--- src/sv/kbt_pkg.sv ---
// ---------------------------------------------------------------------------
// kbt_pkg
// shared types and codes for the key binding table
// ---------------------------------------------------------------------------
package kbt_pkg;

  // request codes
  localparam logic [1:0] MODE_LOOKUP = 2'd0;
  localparam logic [1:0] MODE_BIND   = 2'd1;
  localparam logic [1:0] MODE_UNBIND = 2'd2;

  // result codes
  localparam logic [1:0] STATUS_OK   = 2'd0;
  localparam logic [1:0] STATUS_FULL = 2'd1;
  localparam logic [1:0] STATUS_MISS = 2'd2;

  localparam int KEY_W     = 16;
  localparam int HANDLER_W = 16;
  localparam int ENTRY_W   = KEY_W + HANDLER_W;

  localparam int IN_TDATA_W  = 40;
  localparam int OUT_TDATA_W = 24;

  typedef enum logic [1:0] {
    ST_IDLE,
    ST_SEARCH,
    ST_SHIFT,
    ST_RESP
  } kbt_state_t;

endpackage

--- src/sv/key_binding_table_top.sv ---
// ---------------------------------------------------------------------------
// key_binding_table_top
// packed key-to-handler table with lookup, bind and unbind requests
// ---------------------------------------------------------------------------
// The table lives in one synchronous memory of TABLE_DEPTH entries, each a
// key and its handler, with a single read and a single write port. A request
// is taken only while the block is idle and gives exactly one result item.
// The search reads one entry per cycle, up to the first match or over all
// entries on a miss. An unbind that hits then moves each later entry down one
// place through the same read port. The result sits in an output register,
// so the next request can be taken while it waits.
module key_binding_table_top #(
  parameter int TABLE_DEPTH = 128
) (
  input  logic                            clk,
  input  logic                            rst,
  // mode [1:0], key [17:2], handler [33:18], zero pad above
  input  logic [kbt_pkg::IN_TDATA_W-1:0]  s_axis_tdata,
  input  logic                            s_axis_tvalid,
  output logic                            s_axis_tready,
  // status [1:0], found [2], handler_out [18:3], zero pad above
  output logic [kbt_pkg::OUT_TDATA_W-1:0] m_axis_tdata,
  output logic                            m_axis_tvalid,
  input  logic                            m_axis_tready
);

  localparam int AW = (TABLE_DEPTH > 1) ? $clog2(TABLE_DEPTH) : 1;
  localparam int CW = $clog2(TABLE_DEPTH + 1);
  localparam int KW = kbt_pkg::KEY_W;
  localparam int HW = kbt_pkg::HANDLER_W;
  localparam int EW = kbt_pkg::ENTRY_W;

  // table memory: key in the upper half, handler in the lower half
  logic [EW-1:0] mem [TABLE_DEPTH];
  logic [EW-1:0] rdata;

  kbt_pkg::kbt_state_t state, state_next;

  logic [1:0]    req_mode;
  logic [KW-1:0] req_key;
  logic [HW-1:0] req_handler;
  logic [CW-1:0] count;
  logic [CW-1:0] ridx;
  logic [AW-1:0] cidx;
  logic          cvalid;

  logic [1:0]    res_status;
  logic          res_found;
  logic [HW-1:0] res_handler;

  logic          out_valid;
  logic [1:0]    out_status;
  logic          out_found;
  logic [HW-1:0] out_handler;

  logic          s_accept;
  logic          match;
  logic          scan_end;
  logic          full;
  logic          out_free;

  logic          issue;
  logic          we;
  logic [AW-1:0] wr_addr;
  logic [EW-1:0] wr_data;
  logic          count_inc;
  logic          count_dec;
  logic          res_load;
  logic [1:0]    res_status_next;
  logic [HW-1:0] res_handler_next;

  assign s_axis_tready = (state == kbt_pkg::ST_IDLE);
  assign s_accept      = s_axis_tvalid && s_axis_tready;
  assign match         = cvalid && (rdata[EW-1:HW] == req_key);
  // every issued read has come back and nothing is left to read
  assign scan_end      = !cvalid && (ridx >= count);
  assign full          = (count == CW'(TABLE_DEPTH));
  assign out_free      = !out_valid || m_axis_tready;

  // next state
  always_comb begin
    state_next = state;
    case (state)
      kbt_pkg::ST_IDLE: begin
        if (s_accept) state_next = kbt_pkg::ST_SEARCH;
      end
      kbt_pkg::ST_SEARCH: begin
        if (match) begin
          state_next = (req_mode == kbt_pkg::MODE_UNBIND) ? kbt_pkg::ST_SHIFT
                                                          : kbt_pkg::ST_RESP;
        end else if (scan_end) begin
          state_next = kbt_pkg::ST_RESP;
        end
      end
      kbt_pkg::ST_SHIFT: begin
        if (scan_end) state_next = kbt_pkg::ST_RESP;
      end
      kbt_pkg::ST_RESP: begin
        if (out_free) state_next = kbt_pkg::ST_IDLE;
      end
      default: state_next = kbt_pkg::ST_IDLE;
    endcase
  end

  // datapath control
  always_comb begin
    issue            = 1'b0;
    we               = 1'b0;
    wr_addr          = '0;
    wr_data          = '0;
    count_inc        = 1'b0;
    count_dec        = 1'b0;
    res_load         = 1'b0;
    res_status_next  = kbt_pkg::STATUS_OK;
    res_handler_next = '0;
    case (state)
      kbt_pkg::ST_SEARCH: begin
        issue = (ridx < count);
        if (match) begin
          res_load = 1'b1;
          case (req_mode)
            kbt_pkg::MODE_LOOKUP: begin
              res_handler_next = rdata[HW-1:0];
            end
            kbt_pkg::MODE_BIND: begin
              if (full) begin
                res_status_next = kbt_pkg::STATUS_FULL;
              end else begin
                we      = 1'b1;
                wr_addr = cidx;
                wr_data = {req_key, req_handler};
              end
            end
            default: ;
          endcase
        end else if (scan_end) begin
          res_load = 1'b1;
          case (req_mode)
            kbt_pkg::MODE_LOOKUP: res_status_next = kbt_pkg::STATUS_MISS;
            kbt_pkg::MODE_UNBIND: res_status_next = kbt_pkg::STATUS_MISS;
            kbt_pkg::MODE_BIND: begin
              if (full) begin
                res_status_next = kbt_pkg::STATUS_FULL;
              end else begin
                // append at the end
                we        = 1'b1;
                wr_addr   = count[AW-1:0];
                wr_data   = {req_key, req_handler};
                count_inc = 1'b1;
              end
            end
            default: ;
          endcase
        end
      end
      kbt_pkg::ST_SHIFT: begin
        issue = (ridx < count);
        if (cvalid) begin
          // entry read last cycle moves down one place
          we      = 1'b1;
          wr_addr = cidx - 1'b1;
          wr_data = rdata;
        end
        if (scan_end) count_dec = 1'b1;
      end
      default: ;
    endcase
  end

  // table memory
  always_ff @(posedge clk) begin
    if (we) mem[wr_addr] <= wr_data;
    if (issue) rdata <= mem[ridx[AW-1:0]];
  end

  // control registers
  always_ff @(posedge clk) begin
    if (rst) begin
      state     <= kbt_pkg::ST_IDLE;
      count     <= '0;
      ridx      <= '0;
      cvalid    <= 1'b0;
      out_valid <= 1'b0;
    end else begin
      state <= state_next;
      if (count_inc) count <= count + 1'b1;
      else if (count_dec) count <= count - 1'b1;

      if (s_accept) begin
        ridx   <= '0;
        cvalid <= 1'b0;
      end else if (state == kbt_pkg::ST_SEARCH && match &&
                   req_mode == kbt_pkg::MODE_UNBIND) begin
        // shift starts at the entry after the hit
        ridx   <= CW'(cidx) + 1'b1;
        cvalid <= 1'b0;
      end else begin
        if (issue) ridx <= ridx + 1'b1;
        cvalid <= issue;
      end

      if (state == kbt_pkg::ST_RESP && out_free) out_valid <= 1'b1;
      else if (m_axis_tready) out_valid <= 1'b0;
    end
  end

  // payload registers
  always_ff @(posedge clk) begin
    if (s_accept) begin
      req_mode    <= s_axis_tdata[1:0];
      req_key     <= s_axis_tdata[2 +: KW];
      req_handler <= s_axis_tdata[2 + KW +: HW];
    end
    if (issue) cidx <= ridx[AW-1:0];
    if (res_load) begin
      res_status  <= res_status_next;
      res_found   <= match;
      res_handler <= res_handler_next;
    end
    if (state == kbt_pkg::ST_RESP && out_free) begin
      out_status  <= res_status;
      out_found   <= res_found;
      out_handler <= res_handler;
    end
  end

  assign m_axis_tvalid = out_valid;
  assign m_axis_tdata  = {{(kbt_pkg::OUT_TDATA_W - HW - 3){1'b0}},
                          out_handler, out_found, out_status};

endmodule

--- config.mk ---
export PLATFORM = sky130hd
export DESIGN_NAME = key_binding_table_top
export DESIGN_NICKNAME = d
export VERILOG_FILES = /design/src/sv/kbt_pkg.sv /design/src/sv/key_binding_table_top.sv
export SDC_FILE = /design/constraint.sdc
export NUM_CORES = 2
export LEC_CHECK = 0
export BUFFER_PORTS_ARGS = -buffer_cell sky130_fd_sc_hd__buf_2
export CAP_MARGIN = 40
export CELL_PAD_IN_SITES_DETAIL_PLACEMENT = 0
export CELL_PAD_IN_SITES_GLOBAL_PLACEMENT = 1
export CORE_ASPECT_RATIO = 0.6
export CORE_MARGIN = 4
export CORE_UTILIZATION = 61
export DETAILED_ROUTE_END_ITERATION = 10
export GPL_ROUTABILITY_DRIVEN = 0
export PLACE_DENSITY = 0.93
export SLEW_MARGIN = 20
export SYNTH_ARGS = -nofsm -noshare
export SYNTH_HDL_FRONTEND = slang
export SYNTH_SLANG_ARGS = --single-unit
--- constraint.sdc ---
create_clock -name clk -period 12.8 [get_ports clk]
set_clock_uncertainty 0.15 [all_clocks]
set_input_delay 1.92 -clock clk [delete_from_list [all_inputs] [get_ports clk]]
set_output_delay 1.92 -clock clk [all_outputs]
set_load 0.03 [all_outputs]
==> key figures <==
Status
  • Status: finished, final reports clean

Min path
  • Worst hold path class: reg -> reg
  • Hold Crit Depth: 0
  • Hold endpoint: out_handler[13]
  • Origin of the worst min-delay path: res_handler[13]

Place
  • I/O Buffers: 58
  • DPL Wire Length: between 200 and 300 mm
  • Place WS: 6.64 ns

Route
  • WL/cell: 45.4 um
  • Post-Route WL: approximately 490 mm
  • TritonRoute pass-1 iters: 7
  • DRT iter0 DRCs: ~17k
  • Post-route DRC: 0
  • DRT antenna net count: 0
  • Vias post-DR: between 80k and 90k
  • Vias/cell: 7.59

Critical path
  • RR Startpoint: ridx[0]
  • Critical path data required time: approximately 13 ns
  • CP endpoint kind: flip-flop
  • Worst Path Arrival: ~6.8 ns
  • Critical path class: reg -> reg
  • Max FO, Critical Path: 38
  • Reg2Reg Capture Point: rdata[27]
  • Reg2reg setup slack: between 6 and 7 ns
  • Nature of the critical path startpoint: flip-flop
  • Reg2reg path depth: 9

Timing
  • Worst Tran Pin Value: around 1.1 ns
  • Sum Neg Setup Slack: 0 ns
  • Setup Viol. Count Final: 0
  • Slew headroom: 0.234
  • Hold Fails Final Rpt: 0
  • Minimum clock period: roughly 6.3 ns
  • Pins Over Slew Limit: 0
  • RSZ-0062 raised after global routing: no
  • Fmax: 159 MHz
  • Setup ws final: between 6 and 7 ns
  • Period Utilization, post-route: 0.492

CTS
  • PostCTS Resize Cnt: 0
  • CTS tree: done
  • Sink Count: between 4k and 5k
  • H-tree levels: 5
  • Clock Tree Root: clkbuf_16
  • Worst skew pair latency: ~0.92 ns
  • Clock tree buffer depth: 4
  • CTS Buf Count: approximately 350
  • Clock slew at reported path FFs: roughly 0.070 ns
  • Postcts setup bufs: 0
  • Post-CTS Hold Buffers: 0

Logic synthesis
  • Synth area leader: edfxtp_1
  • EDFF count, synth: around 4.2k
  • Ys Warns: 0
  • Netlist cell types: between 60 and 70
  • Top cells by area, synth: edfxtp_1, mux4_2, mux2i_1
  • Primary FF master, synth: edfxtp_1
  • Avg Cell Area, Syn: between 20 and 25 um2
  • Flops & latches, synth: 4227
  • Register area share after synthesis: 0.782
  • Top cell type's share of synthesized area: 0.779
  • Post-Syn Instances: about 6.5k
  • Ys async rst share: 0
  • Post-Synthesis Cell Area: 162000 um2

Floorplanning
  • Starting Density: 0.614
  • Die area: about 270000 um2
  • Die Wd: 674 um
  • Die Span Y: 407 um
  • Rows: around 150
  • IO Count: 70
  • Core ar.: between 200000 and 300000 um2

Finish
  • Layout area overhead: 11.7%
  • Most frequent cells in the layout: edfxtp_1, mux4_2, clkbuf_16, buf_4, nor2_4
  • Fillcell total: approximately 15k
  • Commonest non-fill, non-tap cell in the layout: edfxtp_1
  • Layout cell share with drive strength beyond 1: 0.333
  • Final nets: 6978

Global route
  • Total track usage: 0.356
  • Number of global-route vias before repair: approximately 81k
  • Gr ovfl total: 0
  • Largest net degree at the start of global routing: about 150
  • First-pass GRT wire length: between 600 and 700 mm
  • Initial antenna violation count: 46

Job
  • Maxcap violations: 0

Power and ir drop
  • Lkg Pwr: 54.3 nW
  • Pwr Density: 175 nW/um2
  • Max IR drop VDD: between 0.15 and 0.2 mV
cell usage after synthesis (3+ instances only):
master,instances
edfxtp_1,4207
mux4_2,1312
clkbuf_1,170
nor2_1,170
buf_2,84
mux2i_1,71
a22oi_1,65
buf_1,62
buf_4,34
o21a_1,33
ha_1,22
nor3_1,22
xor2_1,22
and2_1,20
dfxtp_1,20
nand2_1,19
nand3_1,19
inv_1,17
a21oi_1,14
a211oi_1,13
xnor2_1,12
a21o_1,10
nand4_1,10
o21ai_0,8
nor2_2,6
a2111oi_0,5
buf_6,5
nand2b_1,5
nor2b_1,4
nor4_1,4
or2_2,3
or3_1,3
how the worst max path moves through the flow:
| stage | startpoint | endpoint | slack, ns | depth (start not counted) |
|---|---|---|---|---|
| 2_1_floorplan | ridx[0] | mem[96][0] | 4.09 | 14 |
| 3_3_place_gp | ridx[0] | rdata[3] | 5.95 | 9 |
| 3_5_place_dp | ridx[0] | rdata[27] | 6.64 | 9 |
| 4_1_cts | ridx[0] | rdata[12] | 6.56 | 9 |
| 5_1_grt | ridx[0] | rdata[27] | 6.19 | 9 |
| 6_report | ridx[0] | rdata[27] | 6.50 | 9 |
worst max-delay path, stage by stage, from the launching register on:
cell and delay [ns]:
dfxtp_4 0.53, buf_16 0.31, buf_4 0.53, buf_4 0.70
buf_4 0.72, buf_4 0.70, mux4_2 0.62, mux4_2 0.67
mux4_2 0.68, o21a_1 0.23
layout make-up:
| class | instances | area, um2 | area share |
|---|---|---|---|
| clock inverter | 189 | 1900 | 0.0105 |
| multi-input combinational | 1928 | 35000 | 0.193 |
| tap | 3552 | 4440 | 0.0245 |
| clock buffer | 429 | 9250 | 0.0511 |
| sequential | 4227 | 127000 | 0.700 |
| timing repair buffer | 388 | 3710 | 0.0205 |
| inverter | 17 | 65.1 | 0.000359 |
| antenna | 19 | 47.5 | 0.000262 |
cells by family after synthesis:
group,after synthesis,share of synthesized area
adder cells (fa/ha/maj),23,0.00182
other,1,0.0000231
multiplexers,1383,0.187
XOR/XNOR,34,0.00184
buffers and inverters,372,0.0103
AND/OR/NAND/NOR,303,0.00886
AO/OA/AOI/OAI,180,0.00880
flip-flops,4227,0.782
registers in the layout (all words and copies together), names as in the netlist, 7 cells and up:
name,count
ridx,8
req_key,16
rdata,32
mem,4096
count,8
out_handler,16
res_handler,16
cidx,7
req_handler,16
metal layers:
layer  part of all wire  wire length (um)  GRT usage
met5            0.00073               355          0
met4              0.060             29000      0.158
met3               0.16             78600      0.123
met2               0.47            231000      0.544
met1               0.31            149000      0.470
metrics by stage:
| step | utilization | instances | total power [W] | area [um2] | hold WS [ns] |
|---|---|---|---|---|---|
| finish | 0.686 | 10700 | 0.0317 | 181000 | 0.269 |
| global route | 0.686 | 10700 | 0.0326 | 181000 | 0.280 |
| CTS | 0.683 | 10700 | 0.0315 | 181000 | 0.270 |
| detailed placement | 0.641 | 10100 | 0.0208 | 169000 | 0.255 |
| global placement | 0.638 | 10000 | 0.0204 | 169000 | 0.257 |
| floorplan | - | 6527 | 0.0192 | 162000 | 0.250 |
power by group:
| group | switching [W] | total (W) | internal [W] |
|---|---|---|---|
| Sequential | 0.000172 | 0.0156 | 0.0155 |
| Clock | 0.00507 | 0.0110 | 0.00589 |
| Combinational | 0.00292 | 0.00513 | 0.00221 |
(Power assumes the default switching activity.)
